<file path="src/hdl/ovlpc_pkg.sv">
// shared types and constants for the oid view longest prefix checker
// used by ovlpc_cell and oid_view_longest_prefix_check; no dependencies

package ovlpc_pkg;

	// default sizes of the subtree table
	localparam int ENTRIES_DEF  = 16;
	localparam int SUBIDS_DEF   = 32;
	localparam int NAME_MAX_DEF = 128;

	// field widths
	localparam int SLOT_W = 4;
	localparam int POS_W  = 5;
	localparam int SUB_W  = 32;
	localparam int VIEW_W = 16;
	localparam int LEN_W  = 6;
	localparam int CNT_W  = 8;

	// stream bus widths
	localparam int IN_DATA_W  = 72;
	localparam int OUT_DATA_W = 8;

	// request kinds carried on tuser
	localparam logic MODE_LOAD  = 1'b0;
	localparam logic MODE_QUERY = 1'b1;

	// one request as it travels down the cell row
	typedef struct packed {
		logic              is_query;
		logic              last;
		logic              ld_ok;     // slot and length in range
		logic              wr_ok;     // position inside the subtree store
		logic [SLOT_W-1:0] slot;
		logic [POS_W-1:0]  position;
		logic [SUB_W-1:0]  sub_id;
		logic [VIEW_W-1:0] view;
		logic [LEN_W-1:0]  length;
		logic              active;
		logic              included;
		logic [CNT_W-1:0]  pos;       // name component index
		logic              cmp_en;    // name count not saturated
		logic [CNT_W-1:0]  name_len;  // name length after this component
	} req_t;

	// best match gathered so far along the row
	typedef struct packed {
		logic             found;
		logic [LEN_W-1:0] len;
		logic             incl;
	} best_t;

	// what one cell hands to its neighbor
	typedef struct packed {
		logic  vld;
		req_t  req;
		best_t best;
	} link_t;

endpackage

</file>
<file path="src/hdl/ovlpc_ram.sv">
// generic single write port ram with registered read
// no dependencies

module ovlpc_ram #(
	parameter int WIDTH = 32,
	parameter int DEPTH = 32,
	localparam int AW = (DEPTH > 1) ? $clog2(DEPTH) : 1
) (
	input  logic             clk,
	input  logic             we,
	input  logic [AW-1:0]    waddr,
	input  logic [WIDTH-1:0] wdata,
	input  logic             re,
	input  logic [AW-1:0]    raddr,
	output logic [WIDTH-1:0] rdata
);

	logic [WIDTH-1:0] mem_q [DEPTH];
	logic [WIDTH-1:0] rdata_q;

	always_ff @(posedge clk) begin
		if (we) begin
			mem_q[waddr] <= wdata;
		end
		if (re) begin
			rdata_q <= mem_q[raddr];
		end
	end

	assign rdata = rdata_q;

endmodule

</file>
<file path="src/hdl/ovlpc_cell.sv">
// one table entry cell: subtree words, entry flags and mismatch tracking
// depends on ovlpc_pkg and ovlpc_ram

module ovlpc_cell #(
	parameter int INDEX  = 0,
	parameter int SUBIDS = ovlpc_pkg::SUBIDS_DEF
) (
	input  logic              clk,
	input  logic              arst_n,
	input  logic              adv,
	input  ovlpc_pkg::link_t  link_in,
	output ovlpc_pkg::link_t  link_out
);

	localparam int AW = (SUBIDS > 1) ? $clog2(SUBIDS) : 1;

	logic                        vld_s1, vld_s2;
	ovlpc_pkg::req_t             req_s1, req_s2;
	ovlpc_pkg::best_t            best_s1, best_s2;

	logic [ovlpc_pkg::LEN_W-1:0]  len_q;
	logic [ovlpc_pkg::VIEW_W-1:0] view_q;
	logic                         active_q;
	logic                         incl_q;
	logic                         mis_q;

	logic [ovlpc_pkg::SUB_W-1:0]  rdata;
	logic                         load_hit;
	logic                         ram_we;
	logic                         is_q;
	logic                         cur_mis;
	logic                         mis_all;
	logic                         hit;
	logic                         take;

	// load for this entry sits in the first stage
	assign load_hit = vld_s1 && !req_s1.is_query && req_s1.ld_ok &&
		(9'(req_s1.slot) == 9'(INDEX));
	assign ram_we   = adv && load_hit && req_s1.wr_ok;

	ovlpc_ram #(
		.WIDTH (ovlpc_pkg::SUB_W),
		.DEPTH (SUBIDS)
	) u_store (
		.clk   (clk),
		.we    (ram_we),
		.waddr (AW'(req_s1.position)),
		.wdata (req_s1.sub_id),
		.re    (adv),
		.raddr (AW'(req_s1.pos)),
		.rdata (rdata)
	);

	always_ff @(posedge clk or negedge arst_n) begin
		if (!arst_n) begin
			vld_s1 <= 1'b0;
			vld_s2 <= 1'b0;
		end else if (adv) begin
			vld_s1 <= link_in.vld;
			vld_s2 <= vld_s1;
		end
	end

	always_ff @(posedge clk) begin
		if (adv) begin
			req_s1  <= link_in.req;
			best_s1 <= link_in.best;
			req_s2  <= req_s1;
			best_s2 <= best_s1;
		end
	end

	// second stage: compare component, then fold into best match
	always_comb begin
		is_q    = vld_s2 && req_s2.is_query;
		cur_mis = is_q && req_s2.cmp_en &&
			(req_s2.pos < ovlpc_pkg::CNT_W'(len_q)) && (rdata != req_s2.sub_id);
		mis_all = mis_q || cur_mis;
		hit     = active_q && (view_q == req_s2.view) && !mis_all &&
			(ovlpc_pkg::CNT_W'(len_q) <= req_s2.name_len);
		take    = is_q && req_s2.last && hit &&
			(!best_s2.found || (len_q > best_s2.len));
	end

	always_ff @(posedge clk or negedge arst_n) begin
		if (!arst_n) begin
			len_q    <= '0;
			view_q   <= '0;
			active_q <= 1'b0;
			incl_q   <= 1'b0;
			mis_q    <= 1'b0;
		end else if (adv) begin
			if (load_hit) begin
				len_q    <= req_s1.length;
				view_q   <= req_s1.view;
				active_q <= req_s1.active;
				incl_q   <= req_s1.included;
			end
			if (is_q) begin
				mis_q <= req_s2.last ? 1'b0 : mis_all;
			end
		end
	end

	always_comb begin
		link_out.vld = vld_s2;
		link_out.req = req_s2;
		if (take) begin
			link_out.best.found = 1'b1;
			link_out.best.len   = len_q;
			link_out.best.incl  = incl_q;
		end else begin
			link_out.best = best_s2;
		end
	end

endmodule

</file>
<file path="config.mk">
export PLATFORM = sky130hd
export DESIGN_NAME = ovlpc_cell
export DESIGN_NICKNAME = d
export VERILOG_FILES = /design/src/hdl/ovlpc_pkg.sv /design/src/hdl/ovlpc_ram.sv /design/src/hdl/ovlpc_cell.sv
export SDC_FILE = /design/constraint.sdc
export NUM_CORES = 1
export LEC_CHECK = 0
export ABC_AREA = 1
export CAP_MARGIN = 30
export CORE_MARGIN = 2
export CORE_UTILIZATION = 45
export DETAILED_ROUTE_END_ITERATION = 16
export DONT_BUFFER_PORTS = 1
export REMOVE_ABC_BUFFERS = 1
export SYNTH_ARGS = -nofsm -noshare
export SYNTH_HDL_FRONTEND = slang
export SYNTH_SLANG_ARGS = --single-unit
</file>
<file path="constraint.sdc">
create_clock -name clk -period 8.5 [get_ports clk]
set_clock_uncertainty 0.1 [all_clocks]
set_input_delay 1.7 -clock clk [delete_from_list [all_inputs] [get_ports clk]]
set_output_delay 1.7 -clock clk [all_outputs]
set_load 0.05 [all_outputs]
</file>
==> results.tsv, run 1 <==
stage	metric	value	unit
timing	finalSetupTns	0	ns
synthesis	synthesis.area	48900	um^2
synthesis	syn_inst	3422	
routing	viasPerCell	5.83	
cts	clk-insertion-delay-late	0.74	ns
worst_hold_path	hold_class	reg2reg	
critical_path	crit_path_max_fanout	9	
floorplanning	start_util	0.455	
global_route	grt_max_degree	224	
global_route	grt.busiest_layer	met2	
timing	hold_viol	0	
layout	area_growth	12.4	%
timing	fmax	177	MHz
timing	maxSlewViolCount	0	
power_and_ir_drop	p_total	13700	uW
cts	htree_num_levels	4	
global_route	antenna_found_initial	3	
global_route	grt_first_pass_wirelength	182000	um
cts	postCtsSetupBuffers	0	
cts	cts_inserted_buffers	135	
critical_path	endpoint_kind	primary output	
floorplanning	floorplan.die_area	111000	um^2
cts	path_clk_slew	0.05	ns
placement	dp_hpwl	62200	um
routing	avgRoutedWirePerCell	24.9	um
power_and_ir_drop	p_per_area	250	nW/um^2
cts	clockBufferDepth	3	
routing	vias	28600	
floorplanning	dieHeight	334	um
synthesis	ys_seq_area_frac	0.778	
status	status	completed	
layout	fin_nets	3526	
synthesis	syn_avg_cell_area	14.3	um^2
synthesis	yosysWarnings	0	
global_route	use_met1	0.312	
global_route	grt-ovfl-total	0	
floorplanning	core	107000	um^2
power_and_ir_drop	cellLeakagePower	0.0178	uW
timing	post-route-min-period	5.64	ns
cts	cts_hold_buf	0	
routing	drt-initial-drc-count	3318	
synthesis	ys_types	34	
critical_path	worstPathArrival	3.84	ns
floorplanning	rows	120	
critical_path	critPathRequiredTime	6.70	ns
placement	place.gp.congestion	0.760	
floorplanning	io_pins	193	
timing	post-route-period-util	0.664	
cts	cts.sinks	1271	
cts	tritoncts	yes	
global_route	grtUsageMet2	0.346	
placement	io_buffers	0	
cts	cts_resized	0	
power_and_ir_drop	peakVddDrop	213	uV
critical_path	startpoint_type	register	
cts	clockRootBuffer	clkbuf_16	
layout	drive_gt1_frac	0.0882	
timing	rsz0062_at_grt	no	
critical_path	crit_type	reg2out	
timing	setup_violations	0	
routing	wirelength	122000	um
routing	drc	0	
global_route	grt_pass1_vias	27500	
timing	worstMarginPinSlew	1.08	ns
timing	relSlewSlack	0.278	
global_route	met3_usage	0.0453	
global_route	grt_use_total	0.219	
synthesis	ys_seq_elements	1271	
job	max_cap_violations	0	
routing	ant_nets	0	
floorplanning	die_w	334	um
routing	first_pass_iters	5	
## layout make-up
cell class | count | area, um^2
Fill cell | 8841 | 52400
Sequential cell | 1271 | 38000
Multi-Input combinational cell | 1861 | 9750
Clock buffer | 177 | 3660
Tap cell | 1403 | 1760
Timing Repair Buffer | 73 | 913
Clock inverter | 62 | 551
Inverter | 69 | 288
Antenna cell | 1 | 2.50
## flip-flops by register name (all words and copies together) (netlist names), 6 cells and up
signal / flops
best_s2: 8
u_store.rdata: 32
u_store.mem_q: 1024
len_q: 6
req_s1: 86
view_q: 16
link_out: 86
best_s1: 8
## per-stage QoR
step	setup slack, ns	util	hold slack (ns)	instances	instance area [um^2]
after floorplan	-3.97	-	0.300	3201	47800
after global placement	3.65	0.468	0.301	4660	50300
after detailed placement	3.55	0.472	0.305	4673	50600
after CTS	2.84	0.511	0.318	4912	54800
after global routing	2.67	0.512	0.323	4916	54900
final	2.86	0.512	0.316	4917	55000
## final timing paths
check,startpoint,endpoint,slack (ns),cells past startpoint
setup / recovery,link_out[75]$_DFFE_PP_,link_out[2],2.86,9
hold / removal,best_s1[4]$_DFFE_PP_,best_s2[4]$_DFFE_PP_,0.32,0
setup reg to reg,req_s1[10]$_DFFE_PP_,u_store.rdata[21]$_DFFE_PP_,4.49,11
hold reg to reg,best_s1[4]$_DFFE_PP_,best_s2[4]$_DFFE_PP_,0.32,0
max in group asynchronous,arst_n,len_q[0]$_DFFE_PN0P_,7.65,0
min in group asynchronous,arst_n,len_q[4]$_DFFE_PN0P_,0.55,0
## cells by family (layout without fill, tap and decap cells)
| family | after synthesis | in the layout | share of synthesized area |
|---|---|---|---|
| xor+xnor | 28 | 28 | 0.00502 |
| compound gates | 896 | 896 | 0.109 |
| other cells | 0 | 1 | 0 |
| mux | 13 | 13 | 0.00299 |
| flops | 1271 | 1271 | 0.778 |
| simple gates | 907 | 907 | 0.0726 |
| buf+inv | 290 | 381 | 0.0277 |
| fa+ha+maj | 17 | 17 | 0.00435 |
## critical path, stage by stage, from the launching register on
cell	delay (ns)
edfxtp_1	0.66
xnor2_1	0.63
nand2_1	0.10
nor2_1	0.12
nand2_1	0.15
nor2_1	0.23
nand2_1	0.25
a21oi_2	0.41
nand4_1	0.16
nand2_1	0.39
## per-layer routing
metal,vias to the layer above,wire [um]
met2,1048,56900
met3,176,9020
li1,12900,-
met1,14500,54200
met4,6,2190
met5,-,44
## cells in the final DEF (no fill, tap or decap), types with 4 or more instances in the layout
cell,Yosys,final
a21oi_1,46,46
clkinv_1,0,20
inv_6,0,6
nand4_1,10,10
xor2_1,5,5
nand2_1,131,131
o221ai_1,194,194
xnor2_1,23,23
inv_1,65,64
nor2_1,672,640
ha_1,17,17
clkbuf_1,125,35
clkbuf_16,0,140
o21ai_1,48,48
a31oi_1,27,27
o22ai_1,62,62
edfxtp_1,1244,1244
nor2_4,0,32
clkinv_8,0,5
buf_12,0,4
mux2_2,13,13
o21a_1,5,5
o21ai_0,508,508
dfrtp_1,27,27
buf_16,0,15
buf_4,14,52
clkinv_2,0,20
bufinv_16,0,7
nand3_1,89,89
## Yosys cell counts (all sizes together)
cell type | n | share of area
o21a | 5 | 0.00077
mux2 | 13 | 0.0030
o21ai | 556 | 0.057
o21bai | 3 | 0.00046
nor2 | 673 | 0.052
clkbuf | 125 | 0.0096
nand2 | 131 | 0.010
a21oi | 47 | 0.0049
o211ai | 1 | 0.00015
nor3 | 2 | 0.00020
xor2 | 5 | 0.00090
o22ai | 62 | 0.0079
nor4 | 1 | 0.00013
o221ai | 194 | 0.035
xnor2 | 23 | 0.0041
ha | 17 | 0.0044
or2 | 1 | 0.00013
nand4 | 10 | 0.0013
edfxtp | 1244 | 0.76
a21o | 1 | 0.00015
dfrtp | 27 | 0.014
a31oi | 27 | 0.0035
nand3 | 89 | 0.0091
inv | 69 | 0.0055
buf | 96 | 0.013
## power breakdown
group | switching [uW] | leakage (uW) | internal [uW]
Combinational | 582 | 0.00405 | 247
Sequential | 223 | 0.0117 | 7040
Clock | 2380 | 0.00205 | 3250
Total | 3190 | 0.0178 | 10500
No activity file was read; power rests on OpenSTA's default activity.
==> run 2: changes to the inputs <==
Clock period 8.5 ns to 4.5 ns, I/O delays scaled along.
==> results.tsv, run 2 (synthesis results as in run 1) <==
stage	metric	value	unit	change
power_and_ir_drop	cellLeakagePower	0.0182	uW	+2.1%
routing	ant_nets	0		unchanged
cts	clockRootBuffer	clkbuf_16		
layout	layout_commonest_cell	edfxtp_1		
layout	largest_reg_flops	1024		unchanged
layout	area_growth	13.9	%	
timing	post-route-min-period	4.32	ns	
worst_hold_path	hold_path_startpoint	link_in[73]		
power_and_ir_drop	p_per_area	469	nW/um^2	+88%
cts	path_clk_slew	0.06	ns	about the same
worst_hold_path	hold_class	in2reg		
floorplanning	io_pins	193		unchanged
layout	design_area	55700	um^2	+1.3%
placement	dp_hpwl	67800	um	+9.0%
cts	clk-insertion-delay-late	0.76	ns	+0.02 ns
critical_path	crit_type	reg2out		
global_route	antenna_found_initial	8		+5
power_and_ir_drop	peakVddDrop	357	uV	+68%
floorplanning	dieHeight	334	um	unchanged
timing	setup_violations	0		unchanged
timing	relSlewSlack	0.290		+0.0118
layout	largest-register	u_store.mem_q		
routing	drt-initial-drc-count	3743		+13%
floorplanning	rows	120		unchanged
placement	io_buffers	0		unchanged
cts	tritoncts	yes		
critical_path	crit_path_max_fanout	9		unchanged
critical_path	critPathRequiredTime	3.50	ns	-3.20 ns
timing	hold_viol	0		unchanged
routing	viasPerCell	5.89		+1.2%
cts	htree_num_levels	4		unchanged
status	status	completed		
placement	place.gp.congestion	0.774		+1.8%
critical_path	slowest_stage	edfxtp_1		
global_route	grt_first_pass_wirelength	189000	um	+3.9%
routing	first_pass_iters	6		+1
layout	layout_common_cells	1244 x edfxtp_1, 639 x nor2_1, 508 x o21ai_0, 194 x o221ai_1, 135 x clkbuf_16		
global_route	grt_max_degree	224		unchanged
power_and_ir_drop	p_total	26100	uW	+90%
critical_path	endpoint_kind	primary output		
critical_path	slowest_delay	0.63	ns	-0.03 ns
timing	rsz0062_at_grt	no		
global_route	grt-ovfl-total	0		unchanged
critical_path	startpoint_type	register		
timing	post-route-period-util	0.959		
timing	worstMarginPinSlew	1.07	ns	-0.0177 ns
floorplanning	floorplan.die_area	111000	um^2	unchanged
cts	cts_inserted_buffers	134		-0.74%
critical_path	path_common_cell	nand2_1		
floorplanning	core	107000	um^2	unchanged
layout	fin_nets	3590		+1.8%
critical_path	worstPathCellList	xor2_1, nor3_1, nand3_1, nor2_2, nand4_1, nand2_1, nand2_1, buf_4		
floorplanning	start_util	0.455		unchanged
cts	cts.sinks	1271		unchanged
routing	drc	0		unchanged
timing	maxSlewViolCount	0		unchanged
placement	placedInstanceArea	51200	um^2	+1.2%
timing	fmax	232	MHz	
floorplanning	die_w	334	um	unchanged
critical_path	cp-startpoint	link_out[39]$_DFFE_PP_		
routing	avgRoutedWirePerCell	26.1	um	+4.8%
critical_path	worstPathArrival	3.32	ns	-0.52 ns
routing	vias	29400		+2.6%
critical_path	rr_startpoint	req_s1[79]$_DFFE_PP_		
global_route	grt_pass1_vias	27900		+1.5%
cts	clockBufferDepth	3		unchanged
layout	drive_gt1_frac	0.106		+0.0176
global_route	grt_use_total	0.231		+0.0121
routing	wirelength	130000	um	+6.3%
job	max_cap_violations	0		unchanged
layout	final_util	0.519		+0.00671
timing	fin_hold_ws	0.136	ns	-0.181 ns
==> run 2: cell types whose count changed in the layout (fill, tap and decap cells not counted), sizes merged <==
cell         previous run  this run
clkinv                 48        53
clkbuf                177       169
buf                    73       137
dlygate4sd3             0         1
bufinv                  7         9
inv                    73        78
diode                   1         3
==> run 2: where the power goes <==
group | leakage, uW | internal, uW | switching [uW] | total, uW
Clock | 0.00206 | 6140 | 4610 | 10700
Sequential | 0.0117 | 13300 | 387 | 13700
Combinational | 0.00442 | 503 | 1150 | 1650
==> run 2: repair_timing <==
action                                  in CTS  in global routing
resized for setup                            6                  3
hold buffers                                 2                  0
pin swaps                                    0                  0
hold endpoints to repair                    27                  0
buffers inserted                             0                  0
endpoints found under the setup margin       6                  8
==> run 2: area by class of cell <==
type / instances / area (um^2)
well taps: 1403 / 1760
flip-flops and latches: 1271 / 38000
multi-input cells: 1861 / 9770
clock inverters: 74 / 718
fillers: 8803 / 51700
repair buffers: 138 / 1560
clock buffers: 169 / 3540
diodes: 3 / 7.51
inverters: 69 / 288
==> run 2: layer usage <==
| metal | global-route usage | up-vias | share of wire |
|---|---|---|---|
| li1 | - | 13000 | - |
| met1 | 0.332 | 14800 | 0.43 |
| met2 | 0.360 | 1322 | 0.46 |
| met3 | 0.0458 | 199 | 0.082 |
| met4 | 0.0626 | 10 | 0.021 |
| met5 | 0 | - | 0.00038 |
==> run 2: final timing paths <==
check / depth (start not counted) / endpoint / slack, ns
max in group asynchronous: 2 / view_q[12]$_DFFE_PN0P_ / 3.61
min reg2reg: 0 / best_s2[4]$_DFFE_PP_ / 0.32
max: 8 / link_out[4] / 0.18
max reg2reg: 6 / u_store.mem_q[15][20]$_DFFE_PP_ / 1.41
min: 0 / req_s1[65]$_DFFE_PP_ / 0.14
min in group asynchronous: 2 / len_q[4]$_DFFE_PN0P_ / 0.50
==> run 2: critical path: cells and delay by family (launching register included) <==
kind / cells / cell delay, ns
flip-flops: 1 / 0.63
buffers and inverters: 1 / 0.19
XOR/XNOR: 1 / 0.26
AND/OR/NAND/NOR: 6 / 1.48
==> run 2: metrics by stage <==
step	setup WS [ns]	std cells	setup TNS (ns)
floorplan	-7.97	3201	-258.44
global placement	0.693	4727	0
detailed placement	0.687	4735	0
CTS	0.00793	4980	0
global route	0.00375	4985	0
finish	0.184	4988	0
